**src/rtl/core/b32g_pkg.sv**
```systemverilog
// ----------------------------------------------------------------------------
// Base32 grouped encoder: package
// Job record, character codes and the symbol alphabet.
// ----------------------------------------------------------------------------
`default_nettype none

package b32g_pkg;

  localparam int unsigned QueueDepth = 2;

  localparam logic [6:0] CHAR_DASH = 7'h2D;  // '-'
  localparam logic [6:0] CHAR_PAD  = 7'h3D;  // '='
  localparam logic [6:0] CHAR_A    = 7'h41;  // 'A'
  localparam logic [6:0] CHAR_TWO  = 7'h32;  // '2'
  localparam logic [4:0] NUM_LETTERS = 5'd26;
  localparam logic [3:0] CHUNK_BITS  = 4'd5;

  // One byte's work: bit accumulator, valid bit count (8..12), final flag.
  typedef struct packed {
    logic [11:0] acc;
    logic [3:0]  cnt;
    logic        fin;
  } job_t;

  // A-Z then 2-7.
  function automatic logic [6:0] b32_symbol(input logic [4:0] idx);
    logic [6:0] ch;
    if (idx < NUM_LETTERS) begin
      ch = CHAR_A + {2'b00, idx};
    end else begin
      ch = CHAR_TWO + {2'b00, idx - NUM_LETTERS};
    end
    return ch;
  endfunction

endpackage

`default_nettype wire

```
**src/rtl/core/b32g_if.sv**
```systemverilog
// ----------------------------------------------------------------------------
// Base32 grouped encoder: channel interfaces
// Byte request channel and character request channel, valid/ready.
// ----------------------------------------------------------------------------
`default_nettype none

interface b32g_in_if;
  logic       valid;
  logic       ready;
  logic [7:0] data_byte;
  logic       final_byte;

  modport source (output valid, output data_byte, output final_byte, input ready);
  modport sink   (input valid, input data_byte, input final_byte, output ready);
endinterface

interface b32g_out_if;
  logic       valid;
  logic       ready;
  logic [6:0] out_char;
  logic       end_of_text;

  modport source (output valid, output out_char, output end_of_text, input ready);
  modport sink   (input valid, input out_char, input end_of_text, output ready);
endinterface

`default_nettype wire

```
**src/rtl/core/base32_grouped_encoder_top.sv**
```systemverilog
// ----------------------------------------------------------------------------
// Base32 grouped encoder: top level
// Byte stream in, Base32 text out in dash-separated groups of eight.
// ----------------------------------------------------------------------------
//
//   channel     dir  payload                         request taken when
//   in_req_i    in   data_byte[7:0], final_byte      valid && ready
//   out_req_o   out  out_char[6:0], end_of_text      valid && ready
//
// The emitter sends one character per cycle unless the output stalls; a
//   byte yields its symbols plus a dash between groups, and a final byte
//   also its pads. Sustained rate is set by the single character port.
// Byte requests are taken while the two-entry job queue has room, so the
//   front end keeps accepting while the emitter or the output stalls.
// The output register holds a character until taken; the next one is
//   computed in the cycle it leaves.
// Reset (rst_ni, async, active low) clears leftover bits, group position,
//   the queue and the output valid; no clearing pass is needed.
// ----------------------------------------------------------------------------
`default_nettype none

module base32_grouped_encoder_top import b32g_pkg::*; (
  input  wire logic  clk_i,
  input  wire logic  rst_ni,
  b32g_in_if.sink    in_req_i,
  b32g_out_if.source out_req_o
);

  // front -> queue
  logic push;
  job_t push_job;
  logic full;

  // queue -> emitter
  logic pop;
  logic head_valid;
  job_t head_job;

  // Front end: merges leftover bits with the new byte, one job per byte.
  b32g_front u_front (
    .clk_i    (clk_i),
    .rst_ni   (rst_ni),
    .in_req_i (in_req_i),
    .full_i   (full),
    .push_o   (push),
    .job_o    (push_job)
  );

  // Decouples byte intake from character emission.
  b32g_fifo u_fifo (
    .clk_i   (clk_i),
    .rst_ni  (rst_ni),
    .push_i  (push),
    .job_i   (push_job),
    .full_o  (full),
    .pop_i   (pop),
    .valid_o (head_valid),
    .job_o   (head_job)
  );

  // Emitter: owns group position and the output register.
  b32g_back u_back (
    .clk_i       (clk_i),
    .rst_ni      (rst_ni),
    .job_valid_i (head_valid),
    .job_i       (head_job),
    .pop_o       (pop),
    .out_req_o   (out_req_o)
  );

endmodule

`default_nettype wire

```
**src/rtl/core/b32g_front.sv**
```systemverilog
// ----------------------------------------------------------------------------
// Base32 grouped encoder: front end
// Takes byte requests, merges leftover bits, pushes one job per byte.
// ----------------------------------------------------------------------------
`default_nettype none

module b32g_front import b32g_pkg::*; (
  input  wire logic  clk_i,
  input  wire logic  rst_ni,
  b32g_in_if.sink    in_req_i,
  input  wire logic  full_i,
  output logic       push_o,
  output job_t       job_o
);

  logic [3:0] left_bits_q, left_bits_d;
  logic [2:0] left_cnt_q, left_cnt_d;
  logic [2:0] rem_cnt;
  logic [3:0] rem_mask;

  assign in_req_i.ready = !full_i;
  assign push_o         = in_req_i.valid && !full_i;

  always_comb begin
    job_o.acc = {left_bits_q, in_req_i.data_byte};
    job_o.cnt = {1'b0, left_cnt_q} + 4'd8;
    job_o.fin = in_req_i.final_byte;

    // Bits left over after taking whole 5-bit chunks.
    case (left_cnt_q)
      3'd0: begin rem_cnt = 3'd3; rem_mask = 4'b0111; end
      3'd1: begin rem_cnt = 3'd4; rem_mask = 4'b1111; end
      3'd2: begin rem_cnt = 3'd0; rem_mask = 4'b0000; end
      3'd3: begin rem_cnt = 3'd1; rem_mask = 4'b0001; end
      3'd4: begin rem_cnt = 3'd2; rem_mask = 4'b0011; end
      default: begin rem_cnt = 3'd0; rem_mask = 4'b0000; end
    endcase

    if (in_req_i.final_byte) begin
      left_bits_d = 4'd0;
      left_cnt_d  = 3'd0;
    end else begin
      left_bits_d = in_req_i.data_byte[3:0] & rem_mask;
      left_cnt_d  = rem_cnt;
    end
  end

  always_ff @(posedge clk_i or negedge rst_ni) begin
    if (!rst_ni) begin
      left_bits_q <= 4'd0;
      left_cnt_q  <= 3'd0;
    end else if (push_o) begin
      left_bits_q <= left_bits_d;
      left_cnt_q  <= left_cnt_d;
    end
  end

endmodule

`default_nettype wire

```
**src/rtl/core/b32g_fifo.sv**
```systemverilog
// ----------------------------------------------------------------------------
// Base32 grouped encoder: job queue
// Short FIFO between front end and emitter.
// ----------------------------------------------------------------------------
`default_nettype none

module b32g_fifo import b32g_pkg::*; (
  input  wire logic  clk_i,
  input  wire logic  rst_ni,
  input  wire logic  push_i,
  input  job_t       job_i,
  output logic       full_o,
  input  wire logic  pop_i,
  output logic       valid_o,
  output job_t       job_o
);

  localparam int unsigned PtrW = (QueueDepth > 1) ? $clog2(QueueDepth) : 1;
  localparam int unsigned CntW = $clog2(QueueDepth + 1);
  localparam logic [CntW-1:0] DepthC = CntW'(QueueDepth);
  localparam logic [PtrW-1:0] LastPtr = PtrW'(QueueDepth - 1);

  job_t            mem_q [QueueDepth];
  logic [PtrW-1:0] wr_ptr_q, rd_ptr_q;
  logic [CntW-1:0] count_q;
  logic            do_push, do_pop;

  assign full_o  = (count_q == DepthC);
  assign valid_o = (count_q != '0);
  assign job_o   = mem_q[rd_ptr_q];
  assign do_push = push_i && !full_o;
  assign do_pop  = pop_i && valid_o;

  always_ff @(posedge clk_i) begin
    if (do_push) begin
      mem_q[wr_ptr_q] <= job_i;
    end
  end

  always_ff @(posedge clk_i or negedge rst_ni) begin
    if (!rst_ni) begin
      wr_ptr_q <= '0;
      rd_ptr_q <= '0;
      count_q  <= '0;
    end else begin
      if (do_push) begin
        wr_ptr_q <= (wr_ptr_q == LastPtr) ? '0 : wr_ptr_q + 1'b1;
      end
      if (do_pop) begin
        rd_ptr_q <= (rd_ptr_q == LastPtr) ? '0 : rd_ptr_q + 1'b1;
      end
      case ({do_push, do_pop})
        2'b10:   count_q <= count_q + 1'b1;
        2'b01:   count_q <= count_q - 1'b1;
        default: count_q <= count_q;
      endcase
    end
  end

endmodule

`default_nettype wire

```
**src/rtl/core/b32g_back.sv**
```systemverilog
// ----------------------------------------------------------------------------
// Base32 grouped encoder: emitter
// Walks one job a character per unstalled cycle: symbols, dashes, final pads.
// ----------------------------------------------------------------------------
`default_nettype none

module b32g_back import b32g_pkg::*; (
  input  wire logic  clk_i,
  input  wire logic  rst_ni,
  input  wire logic  job_valid_i,
  input  job_t       job_i,
  output logic       pop_o,
  b32g_out_if.source out_req_o
);

  logic        busy_q;
  logic [11:0] acc_q;
  logic [3:0]  cnt_q, cnt_d;
  logic        fin_q;
  logic        dash_q, dash_d;
  logic [2:0]  gpos_q, gpos_d;
  logic        out_valid_q;
  logic [6:0]  out_char_q, char_d;
  logic        out_eot_q;

  logic [16:0] shifted;
  logic        more;
  logic        can_emit, step, finish;

  assign out_req_o.valid       = out_valid_q;
  assign out_req_o.out_char    = out_char_q;
  assign out_req_o.end_of_text = out_eot_q;

  assign can_emit = !out_valid_q || out_req_o.ready;
  assign step     = busy_q && can_emit;
  assign finish   = step && !more;
  assign pop_o    = job_valid_i && (!busy_q || finish);

  // Chunk below the current count; also zero-fills a short final chunk.
  assign shifted = {acc_q, 5'b00000} >> cnt_q;

  always_comb begin
    char_d = CHAR_PAD;
    cnt_d  = cnt_q;
    gpos_d = gpos_q;
    dash_d = 1'b0;
    more   = 1'b1;
    if (dash_q) begin
      char_d = CHAR_DASH;
      // a dash is the last character unless a whole chunk or a final tail remains
      more   = (cnt_q >= CHUNK_BITS) || (fin_q && cnt_q != 4'd0);
    end else if (cnt_q >= CHUNK_BITS) begin
      cnt_d  = cnt_q - CHUNK_BITS;
      char_d = b32_symbol(shifted[4:0]);
      gpos_d = gpos_q + 3'd1;
      dash_d = (gpos_d == 3'd0) && (!fin_q || cnt_d != 4'd0);
      more   = dash_d || (cnt_d >= CHUNK_BITS) ||
               (fin_q && (cnt_d != 4'd0 || gpos_d != 3'd0));
    end else if (cnt_q != 4'd0) begin
      // short final chunk
      cnt_d  = 4'd0;
      char_d = b32_symbol(shifted[4:0]);
      gpos_d = gpos_q + 3'd1;
      more   = (gpos_d != 3'd0);
    end else begin
      // pad up the group
      gpos_d = gpos_q + 3'd1;
      more   = (gpos_d != 3'd0);
    end
  end

  always_ff @(posedge clk_i or negedge rst_ni) begin
    if (!rst_ni) begin
      busy_q      <= 1'b0;
      dash_q      <= 1'b0;
      gpos_q      <= 3'd0;
      out_valid_q <= 1'b0;
      cnt_q       <= 4'd0;
      fin_q       <= 1'b0;
    end else begin
      if (step) begin
        gpos_q <= gpos_d;
      end
      if (pop_o) begin
        busy_q <= 1'b1;
        cnt_q  <= job_i.cnt;
        fin_q  <= job_i.fin;
        dash_q <= 1'b0;
      end else if (finish) begin
        busy_q <= 1'b0;
      end else if (step) begin
        cnt_q  <= cnt_d;
        dash_q <= dash_d;
      end
      if (step) begin
        out_valid_q <= 1'b1;
      end else if (out_req_o.ready) begin
        out_valid_q <= 1'b0;
      end
    end
  end

  always_ff @(posedge clk_i) begin
    if (pop_o) begin
      acc_q <= job_i.acc;
    end
    if (step) begin
      out_char_q <= char_d;
      out_eot_q  <= fin_q && !more;
    end
  end

endmodule

`default_nettype wire

```
**src/flat_wrapper.sv**
```systemverilog
// flat-port wrapper written by rule: the top's interface ports become plain ports
module base32_grouped_encoder_top_flat import b32g_pkg::*;
  (clk_i, rst_ni, in_req_i_valid, in_req_i_data_byte, in_req_i_final_byte, in_req_i_ready, out_req_o_valid, out_req_o_out_char, out_req_o_end_of_text, out_req_o_ready);
  b32g_in_if in_req_i_i ();
  b32g_out_if out_req_o_i ();
  input  wire logic clk_i;
  input  wire logic rst_ni;
  input wire logic [$bits(in_req_i_i.valid)-1:0] in_req_i_valid;
  input wire logic [$bits(in_req_i_i.data_byte)-1:0] in_req_i_data_byte;
  input wire logic [$bits(in_req_i_i.final_byte)-1:0] in_req_i_final_byte;
  output wire logic [$bits(in_req_i_i.ready)-1:0] in_req_i_ready;
  output wire logic [$bits(out_req_o_i.valid)-1:0] out_req_o_valid;
  output wire logic [$bits(out_req_o_i.out_char)-1:0] out_req_o_out_char;
  output wire logic [$bits(out_req_o_i.end_of_text)-1:0] out_req_o_end_of_text;
  input wire logic [$bits(out_req_o_i.ready)-1:0] out_req_o_ready;
  assign in_req_i_i.valid = in_req_i_valid;
  assign in_req_i_i.data_byte = in_req_i_data_byte;
  assign in_req_i_i.final_byte = in_req_i_final_byte;
  assign in_req_i_ready = in_req_i_i.ready;
  assign out_req_o_valid = out_req_o_i.valid;
  assign out_req_o_out_char = out_req_o_i.out_char;
  assign out_req_o_end_of_text = out_req_o_i.end_of_text;
  assign out_req_o_i.ready = out_req_o_ready;
  base32_grouped_encoder_top u_core (.clk_i(clk_i), .rst_ni(rst_ni), .in_req_i(in_req_i_i), .out_req_o(out_req_o_i));
endmodule
```
**config.mk**
```make
export PLATFORM = sky130hd
export DESIGN_NAME = base32_grouped_encoder_top_flat
export DESIGN_NICKNAME = d
export VERILOG_FILES = /design/src/rtl/core/b32g_pkg.sv /design/src/rtl/core/b32g_if.sv /design/src/rtl/core/base32_grouped_encoder_top.sv /design/src/rtl/core/b32g_front.sv /design/src/rtl/core/b32g_fifo.sv /design/src/rtl/core/b32g_back.sv /design/src/flat_wrapper.sv
export SDC_FILE = /design/constraint.sdc
export NUM_CORES = 1
export LEC_CHECK = 0
export BUFFER_PORTS_ARGS = -buffer_cell sky130_fd_sc_hd__buf_2
export CORE_MARGIN = 2
export CORE_UTILIZATION = 30
export DETAILED_ROUTE_END_ITERATION = 12
export PLACE_DENSITY = 0.49
export SKIP_CTS_REPAIR_TIMING = 1
export SLEW_MARGIN = 20
export SYNTH_ARGS = -nofsm -noshare
export SYNTH_HDL_FRONTEND = slang
export SYNTH_SLANG_ARGS = --single-unit
```
**constraint.sdc**
```tcl
create_clock -name clk_i -period 9.1 [get_ports clk_i]
set_input_delay 1.82 -clock clk_i [delete_from_list [all_inputs] [get_ports clk_i]]
set_output_delay 1.82 -clock clk_i [all_outputs]
set_load 0.005 [all_outputs]
```
# Yosys cells after proc, flatten, opt, wreduce, memory -nomap -nowiden
# Memories as Yosys holds them, arrays and structs flattened.
# Cells that the tools add are included.
[word_totals] reg_bits=42 mem_bits_rw=34 inputBits=13 out_inout_bits=10 word_cells=104 n_memories=1
[memory_table] name="u_core.u_fifo.mem_q" words=2 word_bits=17 rd=1 rd_ports_with_merged_regs=0 wr=1 line_no="b32g_fifo.sv:23" source="job_t mem_q [QueueDepth];"
[op_classes] n_addsub=10 n_lt_le_gt_ge=3 n_eq_ne=8 n_shift=1 muxes=29 bitwise=2 n_reduce_logical=36
[op_table] op="4-bit two-way mux" n=7
[op_table] op="7-bit two-way mux" n=3
[op_table] op="17-bit by 4-bit >> shifter with 5-bit output" n=1
[op_table] op="4-bit case mux with 4 select lines" n=1
[op_table] op="1-bit two-way mux" n=15
[op_table] op="3-bit case mux with 4 select lines" n=1
[op_table] op="1-bit logical AND" n=10
[op_table] op="2-bit nonzero test" n=5
[op_table] op="4-bit by 3-bit >= comparator with 1-bit output, second input constant" n=2
[op_table] op="4-bit nonzero test" n=2
[op_table] op="6-bit by 5-bit adder with 7-bit output, first input constant" n=1
[op_table] op="7-bit by 5-bit adder with 7-bit output, first input constant" n=1
[op_table] op="1-bit logical OR" n=7
[op_table] op="3-bit logical NOT" n=2
[op_table] op="3-bit nonzero test" n=2
[op_table] op="1-bit logical NOT" n=5
[op_table] op="5-bit less-than comparator, second input constant" n=1
[op_table] op="5-bit subtractor, second input constant" n=1
[op_table] op="3-bit by 4-bit adder with 4-bit output, second input constant" n=1
[op_table] op="4-bit bitwise AND" n=1
[op_table] op="2-bit equality test, second input constant" n=2
[op_table] op="2-bit by 1-bit != test with 1-bit output, second input constant" n=2
[op_table] op="2-bit case mux with 2 select lines" n=1
[op_table] op="2-bit AND reduction" n=2
[op_table] op="12 further kinds" n=13

# Longest topological paths before layout
# Gate-level depths: netlist of run 1.
[logic_depth] depth_word=15 ltp_mapped=14 depth_no_buf=12

# By module
# From an unflattened synthesis of run 1, not the netlist that was laid out.
[unflattened] cells_unflattened=302 area_unflattened_um2=3950.0
[by_module_without_submodules] module="b32g_back" instances=1 cells_each=185 area_each_um2=2103.3 seq_area_each_um2=875.8
[by_module_without_submodules] module="b32g_fifo" instances=1 cells_each=71 area_each_um2=1433.9 seq_area_each_um2=1121.1
[by_module_without_submodules] module="b32g_front" instances=1 cells_each=46 area_each_um2=412.9 seq_area_each_um2=175.2

# Worst setup path before layout of run 1
# No wires, ideal clock.
[synth_path] path_kind="input -> register" from="input out_req_o_ready" to="register u_core.u_fifo.count_q[1]" setup_ns=0.079 t_arrival_ns=3.651 required_time_ns=9.021 slack_ns=5.370 stages=8 n_path_buf=0 path_cell_list="nand2b_1 > and2_1 > o311ai_2 > a21o_1 > inv_1 > ha_1 > nor2_1 > xor2_1"
[synth_via] elab_chain_len=8 word_cells_on_any_way=10 classes_between="2 x eq/ne; 1 x mux; 7 x reduce/logical"
[synth_rtl] element="start, declared" line_no="flat_wrapper.sv:15" source="input wire logic [$bits(out_req_o_i.ready)-1:0] out_req_o_ready;"
[synth_rtl] element="1-bit logical OR *" line_no="b32g_back.sv:34" source="assign can_emit = !out_valid_q || out_req_o.ready;"
[synth_rtl] element="1-bit logical AND *" line_no="b32g_back.sv:35" source="assign step = busy_q && can_emit;"
[synth_rtl] element="via u_core.u_back.step" line_no="b32g_back.sv:28" source="logic can_emit, step, finish;"
[synth_rtl] element="1-bit logical AND *" line_no="b32g_back.sv:36" source="assign finish = step && !more;"
[synth_rtl] element="1-bit logical OR *" line_no="b32g_back.sv:37" source="assign pop_o = job_valid_i && (!busy_q || finish);"
[synth_rtl] element="1-bit logical AND *" line_no="b32g_back.sv:37"
[synth_rtl] element="via u_core.pop" line_no="base32_grouped_encoder_top.sv:35" source="logic pop;"
[synth_rtl] element="1-bit logical AND *" line_no="b32g_fifo.sv:32" source="assign do_pop = pop_i && valid_o;"
[synth_rtl] element="2-bit by 1-bit equality test with 1-bit output or 2-bit equality test (tied branches)" line_no="b32g_fifo.sv:52" source="case ({do_push, do_pop})"
[synth_rtl] element="2-bit case mux with 2 select lines or 2-bit nonzero test (tied branches)"
[synth_rtl] element="end signal, assigned" line_no="b32g_fifo.sv:53" source="2'b10: count_q <= count_q + 1'b1;"
[synth_rtl] element="end signal, assigned" line_no="b32g_fifo.sv:54" source="2'b01: count_q <= count_q - 1'b1;"
[synth_rtl] element="end signal, assigned" line_no="b32g_fifo.sv:55" source="default: count_q <= count_q;"
[synth_rtl] element="end, declared" line_no="b32g_fifo.sv:25" source="logic [CntW-1:0] count_q;"
# The timed path passes the listed nets; every way through them passes the cells marked *.
# A chain may end at the register's enable or synchronous reset.

# Worst setup path after layout of run 1
[layout_path] from="register u_core.u_back.cnt_q[0]" to="register u_core.u_fifo.count_q[1]"
[layout_via] elab_chain_len=15 word_cells_on_any_way=24 classes_between="1 x add/sub; 2 x order compare; 2 x eq/ne; 3 x mux; 16 x reduce/logical"
[layout_rtl] element="start, declared" line_no="b32g_back.sv:18" source="logic [3:0] cnt_q, cnt_d;"
[layout_rtl] element="start signal, assigned" line_no="b32g_back.sv:86" source="cnt_q <= job_i.cnt;"
[layout_rtl] element="start signal, assigned" line_no="b32g_back.sv:92" source="cnt_q <= cnt_d;"
[layout_rtl] element="branches (longest 7 deep; another with 4-bit by 3-bit subtractor with 4-bit output)"
[layout_rtl] element="1-bit two-way mux *" line_no="b32g_back.sv:48" source="if (dash_q) begin"
[layout_rtl] element="1-bit logical NOT *" line_no="b32g_back.sv:36"
[layout_rtl] element="1-bit logical AND *" line_no="b32g_back.sv:36"
[layout_rtl] element="1-bit logical OR *" line_no="b32g_back.sv:37"
[layout_rtl] element="1-bit logical AND *" line_no="b32g_back.sv:37"
[layout_rtl] element="via u_core.pop" line_no="base32_grouped_encoder_top.sv:35"
[layout_rtl] element="1-bit logical AND *" line_no="b32g_fifo.sv:32"
[layout_rtl] element="2-bit by 1-bit equality test with 1-bit output or 2-bit equality test (tied branches)" line_no="b32g_fifo.sv:52"
[layout_rtl] element="2-bit case mux with 2 select lines or 2-bit nonzero test (tied branches)"
# Mark *: on every way through the listed nets, which the timed path passes.

==> run summary, run 1 <==
outcome -> finished, final reports clean
type of the worst setup path -> flop to flop
HPWL after detailed placement -> 4.737 mm
launching point of the worst reg2reg path -> u_core.u_back.cnt_q[0]
aggregate routed wire length -> 6.782 mm
number of global-route vias before repair -> 2,197
RSZ-0062 raised after global routing -> no
top-count cell post-synth -> sky130_fd_sc_hd__edfxtp_1
antenna violations before repair -> 0
clock tree from TritonCTS -> built
Routed Antenna Nets -> 0
NumNets Final -> 316
wire length on met2 -> 3.079 mm
total of flip-flops plus latches after synthesis -> 74
number of library cell types mapped by synthesis -> 59
Crit-path slowest cell -> sky130_fd_sc_hd__dfrtp_1
RePlAce Congestion -> 0.7467
design area -> 4210 µm²
number of design rule violations left after detail routing -> 0
Worst Tran Pin Value -> 0.7934 ns
leakage power summed over all cells -> 1.555 nW
Detailed Routing Iterations Pass 1 -> 4
Final Hold Vio Count -> 0
power density normalized to cell area -> 403.1 nW/µm²
number of buffers added by the clock tree synthesis step -> 9
maximum level of the CTS H-tree -> 3
average via count per standard cell -> 5.031
biggest fanout along the worst timing path -> 20
main area contributors after synthesis -> sky130_fd_sc_hd__edfxtp_1, sky130_fd_sc_hd__dfrtp_1, sky130_fd_sc_hd__mux2_2, sky130_fd_sc_hd__ha_1, sky130_fd_sc_hd__mux4_2
overall track demand over capacity in global routing -> 11.10%
start point of the worst min-delay path -> u_core.u_front.left_bits_q[0]
Yosys top cell area share -> 42.33%
Tcrit/Tclk final -> 42.26%
Top delay family on crit path -> flip-flops
average cell area after synthesis -> 13.51 µm²
Synth Warn # -> 0
met1 wire length -> 3.336 mm
growth of design area from synthesis to finish -> 14.15%
die outline height -> 114.9 µm
area of the core -> 12,010 µm²
total length of routed met3 wires -> 229 µm
Sinks on Clock Net -> 74
total chip power -> 0.001697 W
syn_nets -> 296
most common library cells after synthesis -> sky130_fd_sc_hd__edfxtp_1, sky130_fd_sc_hd__dfrtp_1, sky130_fd_sc_hd__mux2_2, sky130_fd_sc_hd__nand2_1
Setup TNS Final -> 0 ns
kind of end point of the critical path -> flop
standard-cell rows -> 40
fill count -> 1,167
data arrival time of the worst path -> 4.10 ns
pin count of the biggest net entering global routing -> 24
io pins -> 23
clock latency on the worst-skew pair -> 0.33 ns
count of flip-flops with a built-in enable after synthesis -> 52
deepest clock path buffer count -> 2
register area share after synthesis -> 57.26%
Finish-stage setup viols -> 0
maximum clock rate -> 0.2600 GHz
routed wirelength normalized by instance count -> 15.24 µm
cell at the root of the clock tree -> sky130_fd_sc_hd__clkbuf_16
cell area after placement -> 3914 µm²
Async S/R FF share, synth -> 29.73%
Post-Syn Instances -> 273
Initial Util -> 30.71%
number of buffers and inverters on the critical path -> 2
number of DRC markers in iteration 0 -> 100
Buffers on Ports -> 22
maximum clock skew at final layout -> 0.008847 ns
antenna diode instance count -> 0
shortest clock period the worst path allows after layout -> 3.845 ns
first-pass GRT wire length -> 11.36 mm
max-slew violation count -> 0
highest routed metal layer -> met4
Rel. slew slack -> 47.11%
GR Overflow Total -> 0
maximum vdd drop -> 0.1677 mV
library cell with the largest summed area after synthesis -> sky130_fd_sc_hd__edfxtp_1
floorplan die width -> 114.9 µm
layout cells sized above 1 -> 25.17%
Hold WC Path Type -> flop to flop
die area -> 13,200 µm²
Post-synth top flop -> sky130_fd_sc_hd__edfxtp_1
post-CTS clock slew at the launch and capture registers of the worst setup and hold paths -> 0.06 ns
Critical Path Start -> u_core.u_back.cnt_q[0]
delay of the slowest critical-path stage -> 0.81 ns
total number of vias -> 2,239
critical path required time -> 9.35 ns
Post-Syn Area -> 3689 µm²
total of max-cap violations -> 0
CP Launch Type -> flop
Critical Path, Cell by Cell -> inv_1 -> ha_1 -> nand2b_1 -> or3b_1 -> a22oi_2 -> o311ai_2 -> a21o_1 -> inv_1 -> ha_1 -> nor2_1 -> xor2_1
==> report_power, final <==
part / internal, W / switching [W] / total, W
clock: 0.000213 / 0.000136 / 0.000348
sequential: 0.000532 / 0.000145 / 0.000677
combinational: 0.000330 / 0.000342 / 0.000672
==> layout by cell type, fill, tap and decap left out, types with 3 or more instances in the layout <==
cell type	n
sky130_fd_sc_hd__edfxtp_1	52
sky130_fd_sc_hd__mux2_2	22
sky130_fd_sc_hd__buf_2	22
sky130_fd_sc_hd__dfrtp_1	22
sky130_fd_sc_hd__nand2_1	16
sky130_fd_sc_hd__inv_1	10
sky130_fd_sc_hd__o21ai_0	10
sky130_fd_sc_hd__ha_1	10
sky130_fd_sc_hd__nand2b_1	9
sky130_fd_sc_hd__nor2_1	9
sky130_fd_sc_hd__mux2i_1	9
sky130_fd_sc_hd__clkbuf_16	9
sky130_fd_sc_hd__xnor2_1	6
sky130_fd_sc_hd__and2_1	5
sky130_fd_sc_hd__mux4_2	5
sky130_fd_sc_hd__a31oi_1	5
sky130_fd_sc_hd__a21oi_1	4
sky130_fd_sc_hd__a211oi_1	4
sky130_fd_sc_hd__o32ai_1	4
sky130_fd_sc_hd__or4_1	4
sky130_fd_sc_hd__o21ai_1	3
sky130_fd_sc_hd__xor2_1	3
sky130_fd_sc_hd__nor2b_1	3
sky130_fd_sc_hd__nor3_1	3
sky130_fd_sc_hd__clkinv_4	3
==> worst paths after layout <==
check / cells after the start / slack [ns] / to
worst min-delay path: 0 / 0.48 / u_core.u_fifo.mem_q[0][13]
max in group asynchronous: 1 / 7.28 / u_core.u_fifo.rd_ptr_q
worst max register to register: 11 / 5.25 / u_core.u_fifo.count_q[1]
worst max-delay path: 11 / 5.25 / u_core.u_fifo.count_q[1]
min in group asynchronous: 1 / 1.47 / u_core.u_back.cnt_q[3]
worst min register to register: 0 / 0.48 / u_core.u_fifo.mem_q[0][13]
==> logic make-up after synthesis <==
kind of cell / synth area share (%)
buf+inv: 3.087
mux: 12.21
compound gates: 11.43
fa+ha+maj: 3.392
xor+xnor: 2.137
simple gates: 10.48
flops: 57.26
==> registers in the layout, indices dropped and copies added (netlist names) <==
register and flops:
u_core.u_back.out_req_o.end_of_text 1, u_core.u_back.out_req_o.out_char 7, u_core.u_front.left_bits_q 4, u_core.u_back.cnt_q 4, u_core.u_fifo.mem_q 32, u_core.u_fifo.rd_ptr_q 1, u_core.u_back.busy_q 1, u_core.u_front.left_cnt_q 3
u_core.u_back.fin_q 1, u_core.u_back.acc_q 12, u_core.u_back.gpos_q 3, u_core.u_back.out_req_o.valid 1, u_core.u_fifo.count_q 2, u_core.u_back.dash_q 1, u_core.u_fifo.wr_ptr_q 1
==> layout make-up <==
class	count	area, µm²	share of cell area, %
flip-flops and latches	74	2112	50.16
multi-input cells	175	1463	34.74
clock buffers	10	229.0	5.438
well taps	147	183.9	4.368
repair buffers	23	117.6	2.793
clock inverters	6	67.56	1.605
inverters	10	37.54	0.8915
==> per-layer routing <==
layer	track usage, %	up-vias
met4	4.418	0
met3	3.110	14
met5	0	-
li1	-	1085
met2	17.06	38
met1	14.88	1102
==> stage by stage <==
| step | hold slack, ns | worst slack (ns) | utilization [%] | instances |
|---|---|---|---|---|
| floorplan | 0.4402 | 5.370 | - | 273 |
| global placement | 0.4539 | 4.967 | 32.58 | 429 |
| detailed placement | 0.4660 | 4.883 | 32.58 | 429 |
| CTS | 0.4744 | 5.172 | 35.05 | 445 |
| global route | 0.4957 | 4.870 | 35.05 | 445 |
| finish | 0.4765 | 5.255 | 35.05 | 445 |
Note: power is estimated with default switching activity, not from simulation.
==> run 2: changes to the inputs <==
==> constraint.sdc (replaced) <==
create_clock -name clk_i -period 3.9 [get_ports clk_i]
set_input_delay 0.78 -clock clk_i [delete_from_list [all_inputs] [get_ports clk_i]]
set_output_delay 0.78 -clock clk_i [all_outputs]
set_load 0.005 [all_outputs]
==> run 2 against run 1 <==
Compared with the run above:
- routed wire length decreased by 2.6%
- global-route usage barely moved
- worst setup slack worse by 4.4 ns
- utilization rose by 0.18 points
- sequential share of layout area fell by 0.25 points
- critical endpoint unchanged
- largest cell class unchanged
- largest power group is now combinational cells
- highest routed layer unchanged
==> run summary, run 2 (synthesis results as in run 1) <==
outcome -> finished, final reports clean
die outline height -> 114.9 µm
shortest clock period the worst path allows after layout -> 3.081 ns
Routed Antenna Nets -> 0
Sinks on Clock Net -> 74
post-placement cell count -> 432
overall track demand over capacity in global routing -> 11.06%
aggregate routed wire length -> 6.606 mm
max-slew violation count -> 0
Detailed Routing Iterations Pass 1 -> 4
Initial Util -> 30.71%
standard-cell rows -> 40
top library cells by usage in the layout, fill and taps aside -> sky130_fd_sc_hd__edfxtp_1, sky130_fd_sc_hd__mux2_2, sky130_fd_sc_hd__buf_2, sky130_fd_sc_hd__dfrtp_1, sky130_fd_sc_hd__nand2_1
kind of end point of the critical path -> flop
antenna diode instance count -> 0
biggest fanout along the worst timing path -> 22
io pins -> 23
growth of design area from synthesis to finish -> 14.72%
Rel. slew slack -> 47.80%
NumNets Final -> 319
Tcrit/Tclk final -> 79.00%
total number of vias -> 2,227
number of design rule violations left after detail routing -> 0
number of DRC markers in iteration 0 -> 97
sequential power share -> 38.0%
power density normalized to cell area -> 938.7 nW/µm²
clock latency on the worst-skew pair -> 0.32 ns
maximum level of the CTS H-tree -> 3
CP Launch Type -> flop
die area -> 13,200 µm²
Worst Tran Pin Value -> 0.7829 ns
leakage power summed over all cells -> 1.567 nW
cell area after placement -> 3936 µm²
Buffers on Ports -> 22
Setup TNS Final -> 0 ns
HPWL after detailed placement -> 4.716 mm
type of the worst setup path -> flop to flop
maximum clock skew at final layout -> 0.007289 ns
Internal -> 0.002530 W
deepest clock path buffer count -> 2
clock tree from TritonCTS -> built
number of buffers added by the clock tree synthesis step -> 9
GR Overflow Total -> 0
maximum clock rate -> 0.3246 GHz
number of global-route vias before repair -> 2,284
number of flip-flops in the largest register -> 32
Sw Share -> 36.31%
Largest Register -> u_core.u_fifo.mem_q
first-pass GRT wire length -> 11.32 mm
pin count of the biggest net entering global routing -> 24
maximum vdd drop -> 0.3935 mV
layout cells sized above 1 -> 25.91%
design area -> 4232 µm²
Sw Pwr -> 0.001443 W
combinational power share -> 41.9%
RePlAce Congestion -> 0.7785
antenna violations before repair -> 0
post-CTS clock slew at the launch and capture registers of the worst setup and hold paths -> 0.06 ns
total of max-cap violations -> 0
RSZ-0062 raised after global routing -> no
Finish-stage setup viols -> 0
leading cell type in the layout, fill and taps excluded -> sky130_fd_sc_hd__edfxtp_1
share of total power in the clock network -> 20.2%
Final Hold Vio Count -> 0
average via count per standard cell -> 4.971
Hold WC Path Type -> input port to async pin
critical path required time -> 4.15 ns
cell at the root of the clock tree -> sky130_fd_sc_hd__clkbuf_16
floorplan die width -> 114.9 µm
Finished Layout Cells -> 448
routed wirelength normalized by instance count -> 14.75 µm
data arrival time of the worst path -> 3.33 ns
area of the core -> 12,010 µm²
run 2: changes by cell type in the layout (fill, tap and decap cells not counted), sizes merged:
cell      change
clkinv        -2
inv           +1
clkinvlp      +1
buf           +3
run 2: area by class of cell:
cell class              count  area (µm²)
repair buffers             26       140.1
inverters                  10       37.54
clock buffers              10       229.0
multi-input cells         175        1463
well taps                 147       183.9
flip-flops and latches     74        2112
clock inverters             6       66.31
fillers                  1206        7780
run 2: path summary, 6_finish.rpt:
path / cells past startpoint / from / slack (ns) / end
worst max-delay path: 12 / u_core.u_back.cnt_q[1] / 0.82 / u_core.u_fifo.count_q[1]
worst min-delay path: 1 / rst_ni / 0.42 / u_core.u_front.left_cnt_q[0]
worst max register to register: 12 / u_core.u_back.cnt_q[1] / 0.82 / u_core.u_fifo.count_q[1]
worst min register to register: 0 / u_core.u_front.left_bits_q[0] / 0.48 / u_core.u_fifo.mem_q[1][13]
max in group asynchronous: 1 / rst_ni / 3.13 / u_core.u_back.cnt_q[2]
min in group clk_i: 0 / u_core.u_front.left_bits_q[0] / 0.48 / u_core.u_fifo.mem_q[1][13]
run 2: metal layers:
layer	global-route usage [%]	wire length, µm	vias to the layer above
met4	4.096	70	0
met3	3.216	194	5
met1	13.69	3133	1090
met2	18.39	3209	33
met5	0	0	-
li1	-	-	1099
run 2: per-stage QoR:
step / setup slack (ns) / total power (W) / utilization [%] / hold slack, ns
floorplan: 0.7669 / 0.002808 / - / 0.4402
global placement: 0.8682 / 0.003184 / 32.77 / 0.4574
detailed placement: 0.8457 / 0.003205 / 32.77 / 0.4748
CTS: 0.8282 / 0.004031 / 35.23 / 0.4263
global route: 0.4977 / 0.004303 / 35.23 / 0.4455
finish: 0.8189 / 0.003972 / 35.23 / 0.4165
run 2: critical path, cell delays in order (launching register included):
cell and delay, ns:
sky130_fd_sc_hd__dfrtp_1 0.32, sky130_fd_sc_hd__buf_4 0.26, sky130_fd_sc_hd__inv_1 0.12, sky130_fd_sc_hd__ha_1 0.29, sky130_fd_sc_hd__xor2_1 0.20, sky130_fd_sc_hd__o21ai_1 0.23, sky130_fd_sc_hd__a22oi_2 0.11, sky130_fd_sc_hd__o311ai_2 0.43
sky130_fd_sc_hd__a21o_1 0.31, sky130_fd_sc_hd__inv_1 0.11, sky130_fd_sc_hd__ha_1 0.33, sky130_fd_sc_hd__nor2_1 0.14, sky130_fd_sc_hd__xor2_1 0.15
run 2: power groups by stage:
stage	registers [W]	clock network, W	logic, W
after floorplan	0.00138	0	0.00143
after global placement	0.00152	0	0.00166
after detailed placement	0.00153	0	0.00168
after CTS	0.00151	0.000828	0.00169
after global routing	0.00156	0.000862	0.00188
final	0.00151	0.000801	0.00166
==> run 3: changes to the inputs <==
==> constraint.sdc (replaced) <==
create_clock -name clk_i -period 3 [get_ports clk_i]
set_input_delay 0.6 -clock clk_i [delete_from_list [all_inputs] [get_ports clk_i]]
set_output_delay 0.6 -clock clk_i [all_outputs]
set_load 0.005 [all_outputs]
==> run 3 against run 2 <==
Compared with the run above:
- largest cell class unchanged
- non-clock buffer count grew 5
- first-iteration DRC count unchanged
- sequential cell count unchanged
- largest power group unchanged
==> run summary, run 3 (synthesis results as in run 1) <==
Critical Path, Cell by Cell -> buf_12 -> mux2_2 -> mux4_2 -> nand2_1 -> o21ai_0 -> inv_1 -> ha_1 -> inv_1 -> or4_1 -> nand3_1
NumNets Final -> 324
register area -> 2112 µm²
overall track demand over capacity in global routing -> 11.67%
RSZ-0062 raised after global routing -> yes
data arrival time of the worst path -> 3.00 ns
routed wirelength normalized by instance count -> 15.09 µm
biggest fanout along the worst timing path -> 20
post-placement cell count -> 437
number of flip-flops in the largest register -> 32
Detailed Routing Iterations Pass 1 -> 4
pin count of the biggest net entering global routing -> 23
post-CTS clock slew at the launch and capture registers of the worst setup and hold paths -> 0.06 ns
leading cell type in the layout, fill and taps excluded -> sky130_fd_sc_hd__edfxtp_1
io pins -> 23
delay of the slowest critical-path stage -> 0.52 ns
Multi-input gate area -> 1493 µm²
maximum clock rate -> 0.3574 GHz
leakage power summed over all cells -> 1.605 nW
Worst Tran Pin Value -> 0.7774 ns
max-slew violation count -> 0
die outline height -> 114.9 µm
Finish-stage setup viols -> 0
standard-cell rows -> 40
clock latency on the worst-skew pair -> 0.33 ns
antenna diode instance count -> 0
final standard cell utilization of the core -> 36.09%
Tcrit/Tclk final -> 93.28%
area of the core -> 12,010 µm²
layout cells sized above 1 -> 28.43%
total number of vias -> 2,266
growth of design area from synthesis to finish -> 17.54%
deepest clock path buffer count -> 2
HPWL after detailed placement -> 4.872 mm
power density normalized to cell area -> 1247 nW/µm²
maximum vdd drop -> 0.5004 mV
average via count per standard cell -> 5.002
Routed Antenna Nets -> 0
maximum level of the CTS H-tree -> 3
die area -> 13,200 µm²
cell area after placement -> 4013 µm²
most used cell along the critical path -> sky130_fd_sc_hd__inv_1
design area -> 4335 µm²
type of the worst setup path -> flop to flop
setup slack, reg-to-reg -> 0.20 ns
critical path required time -> 3.20 ns
Final Hold Vio Count -> 0
Hold WC Path Type -> input port to async pin
total of max-cap violations -> 0
top library cells by usage in the layout, fill and taps aside -> sky130_fd_sc_hd__edfxtp_1, sky130_fd_sc_hd__mux2_2, sky130_fd_sc_hd__buf_2, sky130_fd_sc_hd__dfrtp_1, sky130_fd_sc_hd__nand2_1
first-pass GRT wire length -> 11.73 mm
Setup TNS Final -> 0 ns
Buffers on Ports -> 22
RePlAce Congestion -> 0.8122
Top delay family on crit path -> multiplexers
Initial Util -> 30.71%
antenna violations before repair -> 0
number of design rule violations left after detail routing -> 0
number of DRC markers in iteration 0 -> 97
setup ws final -> 0.2017 ns
Crit-path slowest cell -> sky130_fd_sc_hd__or4_1
Finished Layout Cells -> 453
Sinks on Clock Net -> 74
cell at the root of the clock tree -> sky130_fd_sc_hd__clkbuf_16
shortest clock period the worst path allows after layout -> 2.798 ns
CP Launch Type -> flop
number of global-route vias before repair -> 2,291
fill count -> 1,177
number of buffers added by the clock tree synthesis step -> 9
clock tree from TritonCTS -> built
number of buffers and inverters on the critical path -> 3
Rel. slew slack -> 48.17%
GR Overflow Total -> 0
aggregate routed wire length -> 6.835 mm
r2r worst-path depth -> 10
launching point of the worst reg2reg path -> u_core.u_back.cnt_q[1]
pre-CTS worst setup slack -> 0.09680 ns
maximum clock skew at final layout -> 0.005470 ns
Critical R2R Capture -> u_core.u_back.out_req_o.out_char[5]
floorplan die width -> 114.9 µm
kind of end point of the critical path -> flop
outcome -> finished, final reports clean
Largest Register -> u_core.u_fifo.mem_q
## run 3: cell count changes in the layout (fill, tap and decap cells not counted), sizes merged
cell,delta
clkinv,+1
buf,+5
inv,-2
bufinv,+1
## run 3: worst max-delay path by stage
| stage | from | end | cells past startpoint |
|---|---|---|---|
| 2_1_floorplan | u_core.u_back.cnt_q[1] | u_core.u_fifo.count_q[1] | 14 |
| 3_3_place_gp | u_core.u_back.cnt_q[0] | u_core.u_back.out_req_o.out_char[6] | 8 |
| 3_5_place_dp | u_core.u_back.cnt_q[0] | u_core.u_back.out_req_o.out_char[6] | 8 |
| 4_1_cts | u_core.u_back.cnt_q[0] | u_core.u_back.out_req_o.out_char[6] | 8 |
| 5_1_grt | u_core.u_back.cnt_q[0] | u_core.u_fifo.count_q[1] | 11 |
| 6_report | u_core.u_back.cnt_q[1] | u_core.u_back.out_req_o.out_char[5] | 10 |
## run 3: stage by stage
stage | hold WS (ns) | power [W]
after global routing | 0.2796 | 0.005844
after floorplan | 0.3044 | 0.003688
after detailed placement | 0.4719 | 0.004298
final | 0.2410 | 0.005405
after CTS | 0.2532 | 0.005461
after global placement | 0.4570 | 0.004281
## run 3: power breakdown
group | switching [W] | internal [W] | leakage (nW)
Clock | 0.000411 | 0.000723 | 0.152
Combinational | 0.00119 | 0.00114 | 0.699
Sequential | 0.000329 | 0.00162 | 0.754
Total | 0.00193 | 0.00347 | 1.60
## run 3: final cells by class
cell class              instances  area share (%)
flip-flops and latches         74           48.72
multi-input cells             175           34.43
clock buffers                  10           5.281
repair buffers                 31           4.473
well taps                     147           4.242
clock inverters                 6           1.905
inverters                      10          0.9524
## run 3: metal layers
metal	wire [µm]	vias up	GRT usage, %	part of all wire, %
met5	0	-	0	0
met3	204	12	3.057	3.0
met1	3349	1118	15.65	49
met4	155	0	5.783	2.3
met2	3125	33	17.57	46
li1	-	1103	-	-
